## config.mk

```make
export PLATFORM = sky130hd
export DESIGN_NAME = sgk_front
export DESIGN_NICKNAME = d
export VERILOG_FILES = /design/src/rtl/sgk_pkg.sv /design/src/rtl/sgk_front.sv
export SDC_FILE = /design/constraint.sdc
export NUM_CORES = 1
export LEC_CHECK = 0
export BUFFER_PORTS_ARGS = -buffer_cell sky130_fd_sc_hd__buf_2
export CORE_UTILIZATION = 53
export CTS_BUF_LIST = sky130_fd_sc_hd__clkbuf_4 sky130_fd_sc_hd__clkbuf_8
export CTS_CLUSTER_DIAMETER = 200
export CTS_CLUSTER_SIZE = 16
export DETAILED_ROUTE_END_ITERATION = 8
export PLACE_DENSITY = 0.78
export RECOVER_POWER = 50
export SLEW_MARGIN = 0
export SYNTH_ARGS = -nofsm -noshare
export SYNTH_HDL_FRONTEND = slang
export SYNTH_SLANG_ARGS = --single-unit
```

## constraint.sdc

```tcl
create_clock -name clk -period 7.8 [get_ports clk]
set_input_delay 0.78 -clock clk [delete_from_list [all_inputs] [get_ports clk]]
set_output_delay 0.78 -clock clk [all_outputs]
set_load 0.03 [all_outputs]
```

## src/rtl/sgk_pkg.sv

```systemverilog
// sgk_pkg: shared widths, coefficient tables, queue word and status types
// for the spheroidal gridding kernel; no dependencies
`timescale 1ns / 1ps

package sgk_pkg;

	localparam int IDX_W = 13;
	localparam int S_W = 4;
	localparam int O_W = 9;
	localparam int CFG_W = 9;
	localparam int DEN_W = 13;
	localparam int NUQ_W = 17;
	localparam int NUSQ_W = 33;
	localparam int ACC_W = 33;
	localparam int MAG_W = 32;
	localparam int AX_W = 32;
	localparam int VAL_W = 25;

	localparam int DEF_MAX_SUPPORT = 15;
	localparam int DEF_MAX_OVERSAMPLING = 256;
	localparam logic [S_W-1:0] SUPPORT_RESET = 4'd7;
	localparam logic [O_W-1:0] OVERSAMPLING_RESET = 9'd128;

	localparam logic REG_SUPPORT = 1'b0;
	localparam logic REG_OVERSAMPLING = 1'b1;

	localparam logic [NUQ_W-1:0] SEG_SPLIT = 17'd49152;
	localparam logic [NUSQ_W-1:0] ONE_Q32 = 33'h1_0000_0000;
	localparam logic [NUSQ_W-1:0] SEG0_OFFSET = 33'd2415919104;
	localparam logic [VAL_W-1:0] VAL_MAX = 25'd16777216;

	localparam int AXIS_LAT = 63;

	localparam int QUEUE_DEPTH = 4;
	localparam int PTR_W = $clog2(QUEUE_DEPTH);
	localparam int CNT_W = $clog2(QUEUE_DEPTH + 1);

	typedef struct packed {
		logic             out_x;
		logic             out_y;
		logic [DEN_W-1:0] den;
		logic [DEN_W-1:0] ad_x;
		logic [DEN_W-1:0] ad_y;
	} sgk_item_t;

	typedef struct packed {
		logic [CNT_W-1:0] count;
		logic             full;
		logic             empty;
	} sgk_qstat_t;

	// numerator coefficients, Q30
	function automatic logic signed [ACC_W-1:0] num_coef(input logic seg, input logic [2:0] k);
		logic signed [ACC_W-1:0] c;
		unique case ({seg, k})
			4'b0_000: c = 33'sd88082725;
			4'b0_001: c = -33'sd391347219;
			4'b0_010: c = 33'sd674165984;
			4'b0_011: c = -33'sd572903648;
			4'b0_100: c = 33'sd248330285;
			4'b1_000: c = 33'sd4325632;
			4'b1_001: c = -33'sd39704482;
			4'b1_010: c = 33'sd109664688;
			4'b1_011: c = -33'sd129003208;
			4'b1_100: c = 33'sd68856637;
			default:  c = '0;
		endcase
		return c;
	endfunction

	// denominator coefficients, Q30
	function automatic logic signed [ACC_W-1:0] den_coef(input logic seg, input logic [1:0] k);
		logic signed [ACC_W-1:0] c;
		unique case ({seg, k})
			3'b0_00: c = 33'sd1073741824;
			3'b0_01: c = 33'sd881758719;
			3'b0_10: c = 33'sd223128168;
			3'b1_00: c = 33'sd1073741824;
			3'b1_01: c = 33'sd1030695729;
			3'b1_10: c = 33'sd313395603;
			default: c = '0;
		endcase
		return c;
	endfunction

	function automatic logic [MAG_W-1:0] mag_acc(input logic signed [ACC_W-1:0] x);
		logic [ACC_W-1:0] n;
		n = x[ACC_W-1] ? -x : x;
		return n[MAG_W-1:0];
	endfunction

endpackage

```

## src/rtl/sgk_front.sv

```systemverilog
// sgk_front: configuration registers and sample intake; forms the centre
// distance per axis and flags samples outside the support; uses sgk_pkg
`timescale 1ns / 1ps

module sgk_front #(
	parameter int MAX_SUPPORT = sgk_pkg::DEF_MAX_SUPPORT,
	parameter int MAX_OVERSAMPLING = sgk_pkg::DEF_MAX_OVERSAMPLING
) (
	input  logic                        clk,
	input  logic                        arst_n,
	input  logic                        cfg_write,
	input  logic                        cfg_index,
	input  logic [sgk_pkg::CFG_W-1:0]   cfg_data,
	input  logic                        sample_valid,
	output logic                        sample_stall,
	input  logic [sgk_pkg::IDX_W-1:0]   column_index,
	input  logic [sgk_pkg::IDX_W-1:0]   row_index,
	input  sgk_pkg::sgk_qstat_t         qstat,
	output logic                        push,
	output sgk_pkg::sgk_item_t          item
);
	import sgk_pkg::*;

	logic [S_W-1:0] support_q;
	logic [O_W-1:0] oversamp_q;
	logic [S_W-1:0] s_new;
	logic [O_W-1:0] o_new;
	logic [DEN_W-1:0] den;

	always_comb begin
		s_new = cfg_data[S_W-1:0];
		if (s_new == '0) begin
			s_new = S_W'(1);
		end else if (32'(s_new) > MAX_SUPPORT) begin
			s_new = S_W'(MAX_SUPPORT);
		end
		o_new = cfg_data[O_W-1:0];
		if (o_new == '0) begin
			o_new = O_W'(1);
		end else if (32'(o_new) > MAX_OVERSAMPLING) begin
			o_new = O_W'(MAX_OVERSAMPLING);
		end
	end

	always_ff @(posedge clk or negedge arst_n) begin
		if (!arst_n) begin
			support_q <= SUPPORT_RESET;
			oversamp_q <= OVERSAMPLING_RESET;
		end else if (cfg_write) begin
			unique case (cfg_index)
				REG_SUPPORT:      support_q <= s_new;
				REG_OVERSAMPLING: oversamp_q <= o_new;
				default: ;
			endcase
		end
	end

	assign den = DEN_W'(support_q) * DEN_W'(oversamp_q);
	assign sample_stall = qstat.full;
	assign push = sample_valid && !qstat.full;

	always_comb begin
		item.den = den;
		item.ad_x = (column_index >= den) ? column_index - den : den - column_index;
		item.ad_y = (row_index >= den) ? row_index - den : den - row_index;
		item.out_x = item.ad_x > den;
		item.out_y = item.ad_y > den;
	end

endmodule

```

==> results.md <==
Power and ir drop:
- The power per cell area is 464.5 mW/mm2.
- Summing internal, switching and leakage power gives 3.080 mW.
- The reported leakage power is 3.257 nW.
- IR analysis of the VDD net gives a maximum drop of 231.8 uV.

GRT:
- The number of antenna violations at the first check in global routing came to 0.
- The number of global-route vias before repair is 5212.
- The global-route wire length before repair is 23660 um.
- After global routing the overflow that remains totals 0.
- Entering global routing, the biggest net connects 18 pins.
- The global router's overall resource usage is 33.31%.

Route:
- The violation count after the first detailed-route iteration is 253.
- Dividing the detail-routed wire length by the instance count gives 16.70 um.
- The DRC violation count after routing is 0.
- The first-pass detailed-route iteration total is 5.
- Across all layers, the routed design uses 5113 vias.
- After detailed routing, the total wire length is 14700 um.
- The count of nets left with antenna violations once routing finished came out at 0.
- The number of vias per cell after detailed routing is 5.810.

Clock tree:
- TritonCTS built the clock tree.
- The total CTS buffers is 3.
- The H-tree level count is 1.
- The number of clock sinks is 13.
- At the later pin of the worst-skew pair, clock insertion delay measures 240 ps.
- The tree is rooted in a clkbuf_8.
- The longest clock path from root to sink contains 2 buffers.
- After clock tree synthesis, the clock-pin slew on the worst setup and hold paths is 50 ps.
- The count of hold-fix buffers inserted at cts is 0.

STA:
- The final sum of negative setup slack is -367.1 ps.
- The max-slew violation total from the final report is 0.
- Derived from the worst setup path, the maximum achievable clock frequency is 124.5 MHz.
- The shortest clock period the worst path allows after layout is 8034 ps.
- Setup slack on the critical path of the routed design comes to -234.5 ps.
- Across the routed clock network, the largest skew measured is 0 ps.
- The worst hold slack across all endpoints is 507.0 ps.
- The transition time at the pin with the least slew margin is 659.7 ps.
- Setup repair after global routing could not meet its margin everywhere.
- The fraction of the cycle the final worst path needs is 103.0%.
- The worst max-slew margin expressed relative to the limit is 56.02%.
- The total count of hold-check failures in the final report is 0.
- Setup violations remaining at the end of the flow were counted as 2.

Setup path:
- The type of origin of the critical path is a flip-flop.
- The setup check on the worst reg-to-reg path leaves a slack of 6890 ps.
- On the critical path, the stage with the largest delay is an instance of dfstp_2.
- STA classifies the critical path endpoint as a primary output.
- In this run the worst path has a maximum fanout of 7.
- The category of the most critical setup path is flip-flop to primary output.
- The data arrival time of the critical path is 7250 ps.
- The worst stage delay on the critical path is 600 ps.
- For the worst setup path, the data required time is 7020 ps.

Floorplanning:
- The die area is 0.009122 mm2.
- The die is 95.51 um tall.
- The floorplan has 33 rows.
- The total area inside the core boundary comes to 0.008341 mm2.
- The initial standard-cell utilization of the core is 55.57%.
- The horizontal die dimension is 95.51 um.
- In this run the count of I/O pins placed on the die edge is 88.

Logic synthesis:
- The synthesized design contains 0 enable-type register cells.
- After synthesis, flip-flops and latches occupy 7.127% of the total area.
- During synthesis, Yosys emitted a total of 0 warnings.
- In the synthesized netlist the dominant register cell turns out to be dfrtp_1.
- The post-synthesis instance area is 0.004634 mm2.
- The gate count of the mapped netlist is 609.
- The net count of the mapped netlist is 757.
- Counting flops with an async set or reset pin after synthesis yields a share of 100.0%.
- The number of synthesized register bits is 13.
- The mean instance size in the synthesized netlist is 7.610 um2.
- Yosys mapped the design onto 63 distinct sky130hd cell types.

Place:
- The number of instances in the placed design is 835.
- The post-placement worst setup slack is -187.6 ps.
- The routability congestion estimate is 0.9295.
- The placement-stage cell area is 0.005873 mm2.
- The count of buffers added on input and output ports is 83.
- The wire-length estimate of the detail-placed layout is 11480 um.

Outcome:
- The final reports fail on setup timing.
- The run finished, with violations left.

Layout:
- The cell area after layout is 0.006630 mm2.
- The layout overhead on the synthesized area is 43.06%.
- The count of inserted antenna diode cells is 0.
- Of the cells placed in the final design, the portion with a size suffix greater than 1 is 38.58%.
- Summing all multi-input logic gate instances after layout gives 0.004626 mm2.
- The count of filler cells inserted in the layout is 570.
- The net count of the finished layout is 924.
- Leaving out filler cells and counting taps, the final layout contains 880.
- The sequential cell area is 331.6 um2.
- Once layout is complete, the utilization of the core stands at 79.49%.

Flow run:
- Max-cap violations in this run came to 0.

Min path:
- In this run the worst hold path is classified as flip-flop to flip-flop.
## layer usage
metal  share of wire (%)  vias to the layer above  routed length, um  GRT usage (%)
li1                    -                     2456                  -              -
met4                 4.0                        0                594          13.93
met1                  39                     2432               5676          36.64
met3                 3.7                       48                539          2.073
met2                  54                      177               7888          65.18
met5                   0                        -                  0              0
## final timing paths
kind	to	from	depth (start not counted)
min in group asynchronous	oversamp_q[8]	arst_n	1
min	oversamp_q[7]	oversamp_q[7]	2
min reg2reg	oversamp_q[7]	oversamp_q[7]	2
max	item[40]	support_q[2]	35
max reg2reg	support_q[1]	support_q[1]	2
max in group asynchronous	support_q[3]	arst_n	1
## placed cells by master, fill, tap and decap left out, drive strengths merged, types with 6 or more instances in the layout
cell and n:
buf 175, ha 85, inv 75, nand2 49, a21oi 45, o21ai 41, and2 32, nor2 18
fa 18, nor2b 15, xnor2 15, nand2b 14, o21a 13, mux2i 13, xor2 13, a21o 12
clkbuf 12, nor3 11, a31oi 10, nand4 9, dfrtp 9, a211oi 9, nand3 9, or3 6
o31ai 6
## state kept, by name (all words and copies together) (netlist names)
signal,cells
support_q,4
oversamp_q,9
## critical path: cells and delay by family (launching register included)
family	cells	cell delay, ps
mux	1	180
simple gates	7	1170
xor+xnor	2	370
flops	1	600
buf+inv	7	870
compound gates	13	2220
fa+ha+maj	5	1590
## cell type report
cell class                      count  area share [%]
Sequential cell                    13           5.001
Tap cell                          105           1.982
Timing Repair Buffer              183           18.27
Inverter                           75           4.246
Multi-Input combinational cell    500           69.77
Clock buffer                        4          0.7360
## cells in the mapped netlist (13+ instances only)
cell	number	share of area [%]
ha_1	85	23
inv_1	74	6.0
nand2_1	48	3.9
a21oi_1	45	4.9
o21ai_0	40	4.3
and2_1	32	4.3
clkbuf_1	19	1.5
fa_1	18	7.8
nor2_1	18	1.5
nor2b_1	15	2.0
xnor2_1	15	2.8
nand2b_1	14	1.9
mux2i_1	13	2.8
o21a_1	13	2.1
xor2_1	13	2.5
## kinds of logic (layout without fill, tap and decap cells)
| family | Yosys count | in the layout | synth area share (%) |
|---|---|---|---|
| AO/OA/AOI/OAI | 166 | 166 | 23.43 |
| adder cells (fa/ha/maj) | 104 | 104 | 30.97 |
| multiplexers | 18 | 18 | 4.022 |
| flip-flops | 13 | 13 | 7.127 |
| XOR/XNOR | 28 | 28 | 5.292 |
| AND/OR/NAND/NOR | 184 | 184 | 21.22 |
| buffers and inverters | 96 | 262 | 7.937 |
## power breakdown
part | switching (mW) | leakage, nW | internal, mW
sequential | 0.0114 | 0.156 | 0.0782
combinational | 1.66 | 3.07 | 1.27
clock | 0.0215 | 0.0262 | 0.0394
## repair_timing
item                                    CTS  global route
gates resized for setup                  56            22
endpoints found under the setup margin    2             3
setup buffers                            35             6
cloned                                    0             1
pin swaps                                43            17
(Power assumes the default switching activity.)
