--- src/rtl/sgk_pkg.sv ---
// sgk_pkg: shared widths, coefficient tables, queue word and status types
// for the spheroidal gridding kernel; no dependencies
`timescale 1ns / 1ps

package sgk_pkg;

	localparam int IDX_W = 13;
	localparam int S_W = 4;
	localparam int O_W = 9;
	localparam int CFG_W = 9;
	localparam int DEN_W = 13;
	localparam int NUQ_W = 17;
	localparam int NUSQ_W = 33;
	localparam int ACC_W = 33;
	localparam int MAG_W = 32;
	localparam int AX_W = 32;
	localparam int VAL_W = 25;

	localparam int DEF_MAX_SUPPORT = 15;
	localparam int DEF_MAX_OVERSAMPLING = 256;
	localparam logic [S_W-1:0] SUPPORT_RESET = 4'd7;
	localparam logic [O_W-1:0] OVERSAMPLING_RESET = 9'd128;

	localparam logic REG_SUPPORT = 1'b0;
	localparam logic REG_OVERSAMPLING = 1'b1;

	localparam logic [NUQ_W-1:0] SEG_SPLIT = 17'd49152;
	localparam logic [NUSQ_W-1:0] ONE_Q32 = 33'h1_0000_0000;
	localparam logic [NUSQ_W-1:0] SEG0_OFFSET = 33'd2415919104;
	localparam logic [VAL_W-1:0] VAL_MAX = 25'd16777216;

	localparam int AXIS_LAT = 63;

	localparam int QUEUE_DEPTH = 4;
	localparam int PTR_W = $clog2(QUEUE_DEPTH);
	localparam int CNT_W = $clog2(QUEUE_DEPTH + 1);

	typedef struct packed {
		logic             out_x;
		logic             out_y;
		logic [DEN_W-1:0] den;
		logic [DEN_W-1:0] ad_x;
		logic [DEN_W-1:0] ad_y;
	} sgk_item_t;

	typedef struct packed {
		logic [CNT_W-1:0] count;
		logic             full;
		logic             empty;
	} sgk_qstat_t;

	// numerator coefficients, Q30
	function automatic logic signed [ACC_W-1:0] num_coef(input logic seg, input logic [2:0] k);
		logic signed [ACC_W-1:0] c;
		unique case ({seg, k})
			4'b0_000: c = 33'sd88082725;
			4'b0_001: c = -33'sd391347219;
			4'b0_010: c = 33'sd674165984;
			4'b0_011: c = -33'sd572903648;
			4'b0_100: c = 33'sd248330285;
			4'b1_000: c = 33'sd4325632;
			4'b1_001: c = -33'sd39704482;
			4'b1_010: c = 33'sd109664688;
			4'b1_011: c = -33'sd129003208;
			4'b1_100: c = 33'sd68856637;
			default:  c = '0;
		endcase
		return c;
	endfunction

	// denominator coefficients, Q30
	function automatic logic signed [ACC_W-1:0] den_coef(input logic seg, input logic [1:0] k);
		logic signed [ACC_W-1:0] c;
		unique case ({seg, k})
			3'b0_00: c = 33'sd1073741824;
			3'b0_01: c = 33'sd881758719;
			3'b0_10: c = 33'sd223128168;
			3'b1_00: c = 33'sd1073741824;
			3'b1_01: c = 33'sd1030695729;
			3'b1_10: c = 33'sd313395603;
			default: c = '0;
		endcase
		return c;
	endfunction

	function automatic logic [MAG_W-1:0] mag_acc(input logic signed [ACC_W-1:0] x);
		logic [ACC_W-1:0] n;
		n = x[ACC_W-1] ? -x : x;
		return n[MAG_W-1:0];
	endfunction

endpackage

--- src/rtl/sgk_queue.sv ---
// sgk_queue: short word queue between intake and evaluator
// uses sgk_pkg for the word and status types
`timescale 1ns / 1ps

module sgk_queue (
	input  logic                clk,
	input  logic                arst_n,
	input  logic                push,
	input  sgk_pkg::sgk_item_t  wr_item,
	input  logic                pop,
	output sgk_pkg::sgk_item_t  head,
	output sgk_pkg::sgk_qstat_t qstat
);
	import sgk_pkg::*;

	sgk_item_t mem_q [QUEUE_DEPTH];
	logic [PTR_W-1:0] wr_ptr_q;
	logic [PTR_W-1:0] rd_ptr_q;
	logic [CNT_W-1:0] count_q;
	logic do_push;
	logic do_pop;

	assign qstat.count = count_q;
	assign qstat.full = count_q == CNT_W'(QUEUE_DEPTH);
	assign qstat.empty = count_q == '0;
	assign do_push = push && !qstat.full;
	assign do_pop = pop && !qstat.empty;
	assign head = mem_q[rd_ptr_q];

	always_ff @(posedge clk) begin
		if (do_push) begin
			mem_q[wr_ptr_q] <= wr_item;
		end
	end

	always_ff @(posedge clk or negedge arst_n) begin
		if (!arst_n) begin
			wr_ptr_q <= '0;
			rd_ptr_q <= '0;
			count_q <= '0;
		end else begin
			if (do_push) begin
				wr_ptr_q <= wr_ptr_q + PTR_W'(1);
			end
			if (do_pop) begin
				rd_ptr_q <= rd_ptr_q + PTR_W'(1);
			end
			unique case ({do_push, do_pop})
				2'b10:   count_q <= count_q + CNT_W'(1);
				2'b01:   count_q <= count_q - CNT_W'(1);
				default: count_q <= count_q;
			endcase
		end
	end

endmodule

--- config.mk ---
export PLATFORM = sky130hd
export DESIGN_NAME = sgk_queue
export DESIGN_NICKNAME = d
export VERILOG_FILES = /design/src/rtl/sgk_pkg.sv /design/src/rtl/sgk_queue.sv
export SDC_FILE = /design/constraint.sdc
export NUM_CORES = 1
export LEC_CHECK = 0
export BUFFER_PORTS_ARGS = -buffer_cell sky130_fd_sc_hd__buf_2
export CORE_MARGIN = 2
export CORE_UTILIZATION = 45
export CTS_BUF_LIST = sky130_fd_sc_hd__clkbuf_2
export DETAILED_ROUTE_END_ITERATION = 16
export PLACE_DENSITY = 0.76
export SLEW_MARGIN = 20
export SYNTH_ARGS = -nofsm -noshare
export SYNTH_HDL_FRONTEND = slang
export SYNTH_SLANG_ARGS = --single-unit
export TNS_END_PERCENT = 30
--- constraint.sdc ---
create_clock -name clk -period 3.2 [get_ports clk]
set_input_delay 0.64 -clock clk [delete_from_list [all_inputs] [get_ports clk]]
set_output_delay 0.64 -clock clk [all_outputs]
set_load 0.05 [all_outputs]
==> metrics.cfg, run 1 <==
[run_status]
status=complete, no violations

[timing]
fin_worst_hold_slack_ps=113
worst_relative_slew_slack_pct=56.5
finalMaxSlewViolations=0
final_min_period_over_clock_period_pct=91.6
achievable-frequency_mhz=341
clock_skew_ps=29.7
finalCriticalPeriod_ps=2930
setup_violations=0
worst_slew_pin_slew_ps=653
timing.final.hold_violations=0
fin_tns_setup_ps=0
rsz_0062_raised_after_global_routing=no

[place]
portBuffers=90
globalplace.congestion=0.670
dp_hpwl_um=6420

[final_layout]
area_growth_syn_to_layout_pct=15.5
finalNetCount=416
seqCellArea_um2=5100
area_taken_by_multi_input_logic_gates_um2=1160
fillCellCount=1106
n_antenna_cell=0
layout-drive-gt1-share_pct=47.1

[routing]
wl_per_cell_um=19.5
postRouteAntennaNets=0
post_drt_via_cell_ratio=5.19
vias=2898
route.detailed.drc=0
detailed_route_iter0_violations=191
detail_route.first_pass.iterations=4
routed_wl_um=10900

[clock_tree]
clockRootBuffer=clkbuf_2
clock_tree_from_tritoncts=done
max-clock-path-buffers=2
number_of_buffers_added_by_the_clock_tree_synthesis_step=17
clock_insertion_delay_at_the_later_pin_of_the_skew_report_ps=720
cts-htree-levels=4
worst_setup_hold_path_clk_slew_ps=220
numClockSinks=171

[hold_path]
min_delay_worst_endpoint=mem_q[0][27]
hold_depth=1
min-delay-path-class=in -> reg
hp-start=wr_item[27]

[yosys]
synth_largest_area_cell=edfxtp_1
synth_enable_flop_cells=164
post_synthesis_average_cell_area_um2=25.4
synth_ff_type=edfxtp_1
synthesis.nets=303
netlist_top_cells_count=edfxtp_1 (164), mux4_2 (38), dfrtp_1 (7), inv_1 (6), ha_1 (5)
synth-seq-cells=171
synthDominantCellAreaShare_pct=77.0
post_synth_inst_count=252
synthesis.yosys.warnings=0
yosys.cell_count.top_type=edfxtp_1
netlist_top_cells_area=edfxtp_1 (77%), mux4_2 (13%), dfrtp_1 (2.7%)
syn_area_um2=6400
synth.yosys.seq_area_share_pct=79.7
synth_cell_type_count=22
ys_async_sr_fraction_pct=4.09

[worst_setup_path]
reg2reg_from=count_q[2]
worst_r2r_endpoint=mem_q[2][38]
cp_max_fo=9
setup_crit_end_kind=primary output
register_to_register_path_depth=4
timing.critical_path.required_ps=2560
worst-r2r-setup-slack_ps=1070
crit_arrival_ps=2290
criticalPathCategory=reg -> out
critical_path.startpoint_type=flip-flop

[global_routing]
globalRouteOverflowTotal=0
first_pass_grt_wire_length_um=16700
antenna_violations_before_repair=0
globalRouteTotalUtil_pct=15.7
grt_start_max_net_pins=38
vias_in_the_first_global_route=3038

[die]
start_util_pct=46.1
fp.dieArea_um2=15200
die_w_um=123
coreArea_um2=13900
num_rows=43
die_height_um=123
io_pins=91

[pwr]
ir_drop_v=0.000523
total_leakage_power_uw=0.00258
cellPowerDensity_nw_per_um2=1020

[run]
cap_violations=0

-- worst max-delay path, stage by stage, from the launching register on --
cell     delay [ps]
dfrtp_4         580
buf_4           190
mux4_1          570
buf_2           230
-- worst max-delay path by stage --
stage | start | endpoint | slack [ps]
after floorplan | count_q[2] | count_q[2] | 420
after global placement | rd_ptr_q[0] | head[17] | 670
after detailed placement | rd_ptr_q[0] | head[10] | 640
after CTS | rd_ptr_q[0] | head[40] | 160
after global routing | rd_ptr_q[0] | head[8] | 80
final | rd_ptr_q[0] | head[0] | 270
-- layer usage --
| metal | routed length [um] | part of all wire [%] | global-route usage (%) | vias up |
|---|---|---|---|---|
| li1 | - | - | - | 1287 |
| met4 | 174 | 1.6 | 5.75 | 0 |
| met2 | 5480 | 50 | 24.8 | 84 |
| met3 | 575 | 5.3 | 5.44 | 14 |
| met5 | 0 | 0 | 0 | - |
| met1 | 4660 | 43 | 20.4 | 1513 |
-- placed cells by master (no fill, tap or decap), drive strengths merged, types with 2 or more instances in the layout --
master and n:
dfrtp 7, inv 6, edfxtp 164, xor2 3
clkbuf 22, bufinv 3, buf 103, clkinv 5
mux4 41, and2 4, clkinvlp 2, xnor2 3
ha 5
-- flip-flops by register name, indices dropped and copies added, names as in the netlist --
register / flops
wr_ptr_q: 2
mem_q: 164
rd_ptr_q: 2
count_q: 3
-- repair_timing --
| action | 4_1_cts | 5_1_grt |
|---|---|---|
| resized for setup | 0 | 0 |
| buffers inserted | 5 | 0 |
| hold buffers | 1 | 0 |
| setup endpoints to repair | 25 | 0 |
| hold endpoints to repair | 7 | 0 |
-- stage by stage --
stage                     cells  cell area [um2]  power, uW  util [%]  setup WS, ps
after floorplan             252             6400       5770         -           424
after global placement      520             7090       6400      51.1           673
after detailed placement    520             7090       6470      51.1           640
after CTS                   558             7380       7650      53.2           161
after global routing        558             7380       7910      53.2          84.9
final                       558             7380       7540      53.2           269
-- cell families after synthesis --
family / after synthesis / share of synthesized area (%)
flops: 171 / 79.7
mux: 43 / 14.9
buf+inv: 16 / 2.15
simple gates: 9 / 0.919
xor+xnor: 6 / 0.822
fa+ha+maj: 6 / 1.29
compound gates: 1 / 0.137
-- where the power goes --
group / switching, uW / internal (uW)
combinational: 2250 / 1060
clock: 664 / 440
sequential: 165 / 2960
-- cell type report --
type,count,area share [%]
Clock buffer,22,1.49
Clock inverter,10,1.69
Inverter,6,0.305
Multi-Input combinational cell,65,15.8
Sequential cell,171,69.1
Tap cell,180,3.05
Timing Repair Buffer,104,8.57
(Power assumes the default switching activity.)
==> inputs of run 2 (changes only) <==
--- a/config.mk
+++ b/config.mk
@@ -5,12 +5,13 @@
 export SDC_FILE = /design/constraint.sdc
 export NUM_CORES = 1
 export LEC_CHECK = 0
+export ABC_AREA = 1
 export BUFFER_PORTS_ARGS = -buffer_cell sky130_fd_sc_hd__buf_2
 export CORE_MARGIN = 2
 export CORE_UTILIZATION = 45
 export CTS_BUF_LIST = sky130_fd_sc_hd__clkbuf_2
 export DETAILED_ROUTE_END_ITERATION = 16
-export PLACE_DENSITY = 0.76
+export PLACE_DENSITY = 0.78
 export SLEW_MARGIN = 20
 export SYNTH_ARGS = -nofsm -noshare
 export SYNTH_HDL_FRONTEND = slang
==> constraint.sdc (replaced) <==
create_clock -name clk -period 2.6 [get_ports clk]
set_input_delay 0.52 -clock clk [delete_from_list [all_inputs] [get_ports clk]]
set_output_delay 0.52 -clock clk [all_outputs]
set_load 0.05 [all_outputs]
==> run 2 against run 1 <==
Sequential share of layout area fell by 16 points; global-route usage rose by 3.1 points; non-clock buffer count rose by 65; total power rose by 63%; largest power group unchanged; utilization rose by 7.0 points.
==> metrics.cfg, run 2 <==
[final_layout]
layout-drive-gt1-share_pct=32.7
layout.cells.most_common_list=edfxtp_1 (164), nand2_1 (116), inv_1 (95)
seqCellArea_um2=5100
regMostFlops=mem_q
n_antenna_cell=0
fillCellCount=1198
finalNetCount=756
area_taken_by_multi_input_logic_gates_um2=1610
biggestRegsByFlops=mem_q: 164 flops, count_q: 3 flops
final_common_cell=edfxtp_1
largest_register_ffs=164
area_growth_syn_to_layout_pct=31.3

[worst_setup_path]
reg2reg_from=count_q[0]
crit_arrival_ps=2070
worst-r2r-setup-slack_ps=670
path_cells=buf_12, clkinv_16, buf_16, o211ai_1, nand2_1, buf_6
worst_r2r_endpoint=count_q[2]
crit_path_top_delay_cell=dfrtp_2
cp_max_fo=10
timing.critical_path.required_ps=2080
slowest_delay_ps=430
criticalPathCategory=reg -> out
setup.worst_path.start=rd_ptr_q[0]
setup_crit_end_kind=primary output
register_to_register_path_depth=11
critical_path.startpoint_type=flip-flop

[hold_path]
min-delay-path-class=in -> async

[routing]
routed_wl_um=15800
detailed_route_iter0_violations=245
postRouteAntennaNets=0
wl_per_cell_um=16.9
route.detailed.drc=0
post_drt_via_cell_ratio=4.90
vias=4572
detail_route.first_pass.iterations=5

[die]
start_util_pct=45.9
coreArea_um2=15800
fp.dieArea_um2=17200
die_height_um=131
die_w_um=131
io_pins=91
num_rows=46

[global_routing]
globalRouteOverflowTotal=0
antenna_violations_before_repair=0
globalRouteTotalUtil_pct=18.8
first_pass_grt_wire_length_um=23600
vias_in_the_first_global_route=4701
grt_start_max_net_pins=42

[run_status]
status=complete, no violations

[yosys]
post_synthesis_average_cell_area_um2=13.4
synth-seq-cells=171
synth.yosys.seq_area_share_pct=70.2
netlist_top_cells_count=edfxtp_1 (164), nand2_1 (124), inv_1 (95), o211ai_2 (43), o211ai_1 (39)
netlist_top_cells_area=edfxtp_1 (68%), o211ai_2 (7.4%), nand2_1 (6.4%)
synth_cell_type_count=19
synth_ff_type=edfxtp_1
synth_largest_area_cell=edfxtp_1
syn_area_um2=7260
synthDominantCellAreaShare_pct=67.8
synthesis.nets=591
synthesis.yosys.warnings=0
ys_async_sr_fraction_pct=4.09
yosys.cell_count.top_type=edfxtp_1
post_synth_inst_count=540
synth_enable_flop_cells=164

[clock_tree]
clockRootBuffer=clkbuf_2
cts-htree-levels=4
numClockSinks=171
clock_insertion_delay_at_the_later_pin_of_the_skew_report_ps=750
number_of_buffers_added_by_the_clock_tree_synthesis_step=17
clock_tree_from_tritoncts=done
max-clock-path-buffers=2
worst_setup_hold_path_clk_slew_ps=220

[place]
portBuffers=90
dp_hpwl_um=8110
globalplace.congestion=0.703

[timing]
final_min_period_over_clock_period_pct=99.6
achievable-frequency_mhz=386
timing.final.hold_violations=0
finalMaxSlewViolations=0
fin_tns_setup_ps=0
fin_worst_hold_slack_ps=112
finalCriticalPeriod_ps=2590
worst_relative_slew_slack_pct=66.8
worst_slew_pin_slew_ps=498
setup_violations=0
rsz_0062_raised_after_global_routing=yes
clock_skew_ps=21.8

[run]
cap_violations=0

[pwr]
total_leakage_power_uw=0.00394
ir_drop_v=0.000695
cellPowerDensity_nw_per_um2=1290

## run 2: worst max path at each step
stage             endpoint
3_3_place_gp      head[12]
5_1_grt            head[3]
6_report           head[8]
4_1_cts           head[18]
3_5_place_dp      head[39]
2_1_floorplan  mem_q[0][0]
## run 2: cell type report
cell class	count	share of cell area, %
inverters	99	4.25
multi-input cells	243	16.8
repair inverters	4	0.525
well taps	216	2.84
flip-flops and latches	171	53.5
repair buffers	169	19.2
clock buffers	18	0.945
clock inverters	14	1.86
## run 2: worst max-delay path, delay by kind of cell, from the launching register on
kind / cells / cell delay (ps)
and+or+nand+nor: 1 / 120
AOI/OAI and AO/OA: 1 / 180
DFF: 1 / 430
buffers and inverters: 4 / 600
## run 2: kinds of logic (layout without fill, tap and decap cells)
family / count (synthesis) / after routing / share of synthesized area, %
adders and majority gates: 6 / 6 / 1.14
buffers and inverters: 126 / 304 / 8.36
DFF: 171 / 171 / 70.2
AOI/OAI and AO/OA: 83 / 83 / 11.5
xor gates and xnor gates: 1 / 1 / 0.121
and+or+nand+nor: 153 / 153 / 8.65
## run 2: power breakdown
group	total, uW	internal (uW)	switching (uW)
Sequential	3800	3620	178
Clock	1500	622	874
Combinational	7000	2630	4370
Total	12300	6880	5420
## run 2: through the flow
step / util [%] / instances / setup slack, ps / total power [uW] / area [um2]
after floorplan: - / 540 / -638 / 7880 / 7260
after global placement: 50.4 / 831 / 653 / 8860 / 7970
after detailed placement: 50.4 / 831 / 621 / 9010 / 7970
after CTS: 59.0 / 926 / -74.3 / 12000 / 9330
after global routing: 60.2 / 934 / -147 / 12900 / 9530
final: 60.2 / 934 / 10.3 / 12300 / 9530
## run 2: metal layers
metal	GRT usage (%)	vias to the layer above	part of all wire (%)
li1	-	2205	-
met1	22.1	2218	40
met2	32.2	126	52
met3	5.62	23	5.5
met4	7.88	0	2.1
met5	0	-	0
## run 2: repair_timing
item                                    in CTS  in global routing
gates resized for setup                    114                  5
hold buffers                                44                  0
buffers inserted                            11                  0
cloned                                       9                  8
pin swaps                                   22                 14
hold endpoints to repair                   175                  0
endpoints found under the setup margin      41                 41
==> inputs of run 3 (changes only) <==
--- a/config.mk
+++ b/config.mk
@@ -11,7 +11,7 @@
 export CORE_UTILIZATION = 45
 export CTS_BUF_LIST = sky130_fd_sc_hd__clkbuf_2
 export DETAILED_ROUTE_END_ITERATION = 16
-export PLACE_DENSITY = 0.78
+export PLACE_DENSITY = 0.75
 export SLEW_MARGIN = 20
 export SYNTH_ARGS = -nofsm -noshare
 export SYNTH_HDL_FRONTEND = slang
==> constraint.sdc (replaced) <==
create_clock -name clk -period 3.2 [get_ports clk]
set_input_delay 0.64 -clock clk [delete_from_list [all_inputs] [get_ports clk]]
set_output_delay 0.64 -clock clk [all_outputs]
set_load 0.05 [all_outputs]
==> run 3 against run 2 <==
Via count decreased by 7.2%; clock power decreased by 25%; non-clock buffer count decreased by 61; clock skew increased by 4.5 ps; critical path depth decreased by 1; utilization decreased by 8.1 points; worst setup slack improved by 230 ps; final cell count decreased by 6.7%; worst hold slack improved by 17 ps; design area decreased by 13%.
==> metrics.cfg, run 3 (synthesis results as in run 2) <==
[run_status]
status=complete, no violations

[pwr]
cell_int_power_uw=4400
total_leakage_power_uw=0.00341
pwr-share-clk_pct=13.4
ir_drop_v=0.000556
cellPowerDensity_nw_per_um2=1020
seq_power_share_pct=37.2
total_power_uw=8380
combinationalPowerShare_pct=49.4
power.switching_fraction_pct=47.5
power.net_switching_uw=3980

[worst_setup_path]
path_cells=inv_4, buf_12, o211ai_1, nand2_1, buf_2
register_to_register_path_depth=10
timing.critical_path.required_ps=2560
critical_path.startpoint_type=flip-flop
criticalPathCategory=reg -> out
setup_crit_end_kind=primary output
buffers_plus_inverters_on_the_worst_setup_path=3
cp_max_fo=22
reg2reg_from=count_q[1]
crit_family=buffers and inverters
slowest_delay_ps=590
crit_path_top_delay_cell=dfrtp_2
worst_r2r_endpoint=count_q[2]
worst-r2r-setup-slack_ps=910
crit_arrival_ps=2320

[routing]
routed_wl_um=13700
route.detailed.drc=0
vias=4242
detailed_route_iter0_violations=218
post_drt_via_cell_ratio=4.87
wl_per_cell_um=15.7
detail_route.first_pass.iterations=4
postRouteAntennaNets=0

[die]
die_w_um=131
die_height_um=131
num_rows=46
fp.dieArea_um2=17200
io_pins=91
coreArea_um2=15800
start_util_pct=45.9

[place]
dp_hpwl_um=8720
globalplace.congestion=0.756
portBuffers=90
detailedPlace.worstSlack_ps=835
placement.cell_area_um2=7930

[timing]
fin_tns_setup_ps=0
setup_violations=0
timing.final.hold_violations=0
worst_relative_slew_slack_pct=67.2
rsz_0062_raised_after_global_routing=no
clock_skew_ps=26.3
finalMaxSlewViolations=0
final_min_period_over_clock_period_pct=92.4
worst_slew_pin_slew_ps=491
finalCriticalPeriod_ps=2960
achievable-frequency_mhz=338
fin_worst_hold_slack_ps=129
worst_path_setup_slack_after_routing_ps=244

[clock_tree]
clock_insertion_delay_at_the_later_pin_of_the_skew_report_ps=710
clock_tree_from_tritoncts=done
cts-htree-levels=4
max-clock-path-buffers=2
numClockSinks=171
clockRootBuffer=clkbuf_2
worst_setup_hold_path_clk_slew_ps=220
number_of_buffers_added_by_the_clock_tree_synthesis_step=17
post_cts_buffers=0

[final_layout]
layout-drive-gt1-share_pct=31.3
finalNetCount=692
final_common_cell=edfxtp_1
area_growth_syn_to_layout_pct=13.6
biggestRegsByFlops=mem_q: 164 flops, count_q: 3 flops
largest_register_ffs=164
layout.cells.most_common_list=edfxtp_1 (164), nand2_1 (124), inv_1 (95)
final_design_area_no_fill_um2=8250
regMostFlops=mem_q

[hold_path]
min-delay-path-class=in -> reg
hold_depth=1
min_delay_worst_endpoint=mem_q[1][6]
hp-start=wr_item[6]

[global_routing]
first_pass_grt_wire_length_um=21200
antenna_violations_before_repair=2
vias_in_the_first_global_route=4165
grt_start_max_net_pins=69
globalRouteTotalUtil_pct=16.7
globalRouteOverflowTotal=0

[run]
cap_violations=0

run 3: cell count changes in the layout (fill, tap and decap cells not counted), moves of 6 or more:
cell           before  now
buf_16              9    0
buf_2              49   90
buf_6              43    1
clkbuf_16           6    0
dlygate4sd3_1      44    3
nand2_1           116  124
nand2_2            25   17
run 3: worst max-delay path by stage:
stage / start / end / slack, ps / depth (start not counted)
global placement: rd_ptr_q[1] / head[26] / 880 / 5
floorplan: count_q[0] / mem_q[0][0] / -40 / 4
finish: rd_ptr_q[1] / head[1] / 240 / 5
detailed placement: rd_ptr_q[0] / head[21] / 830 / 6
CTS: rd_ptr_q[0] / head[21] / 40 / 6
global route: rd_ptr_q[1] / head[26] / 20 / 5
run 3: routing by layer:
| layer | vias up | track usage [%] | wire [um] |
|---|---|---|---|
| met3 | 21 | 5.13 | 713 |
| met1 | 2054 | 20.7 | 5870 |
| met5 | - | 0 | 0 |
| li1 | 2071 | - | - |
| met2 | 96 | 27.4 | 6890 |
| met4 | 0 | 6.70 | 229 |
run 3: power groups by stage:
stage	Sequential, uW	Combinational, uW	Clock [uW]
finish	3120	4140	1130
global route	3160	4450	1260
CTS	3110	4130	1170
detailed placement	3160	4120	0
global placement	3140	4010	0
floorplan	3190	3210	0
run 3: worst register-to-register path: stages, from the launching register on:
cell and delay (ps):
dfrtp_1 460, inv_2 90, nand3_1 170, nand2_1 430
ha_1 260, inv_1 80, fa_1 410, nand2_1 120
nand3_1 90, nand2_1 70, nand2_1 50
run 3: layout make-up:
| cell class | instances | area, um2 |
|---|---|---|
| Clock buffer | 18 | 90.1 |
| Timing Repair inverter | 1 | 8.76 |
| Antenna cell | 1 | 2.50 |
| Fill cell | 1339 | 7580 |
| Sequential cell | 171 | 5100 |
| Multi-Input combinational cell | 243 | 1590 |
| Clock inverter | 14 | 155 |
| Inverter | 99 | 400 |
| Tap cell | 216 | 270 |
| Timing Repair Buffer | 108 | 634 |
run 3: timing repair:
action                                  in CTS  in global routing
endpoints found under the setup margin      29                 28
endpoints found under the hold margin        7                  5
gates cloned                                 0                  1
hold buffers                                 1                  2
resized for setup                            3                  4
run 3: stage by stage:
step / std cells / utilization (%)
5_1_grt: 870 / 52.1
2_1_floorplan: 540 / -
3_5_place_dp: 834 / 50.1
3_3_place_gp: 834 / 50.1
6_report: 871 / 52.1
4_1_cts: 867 / 51.8
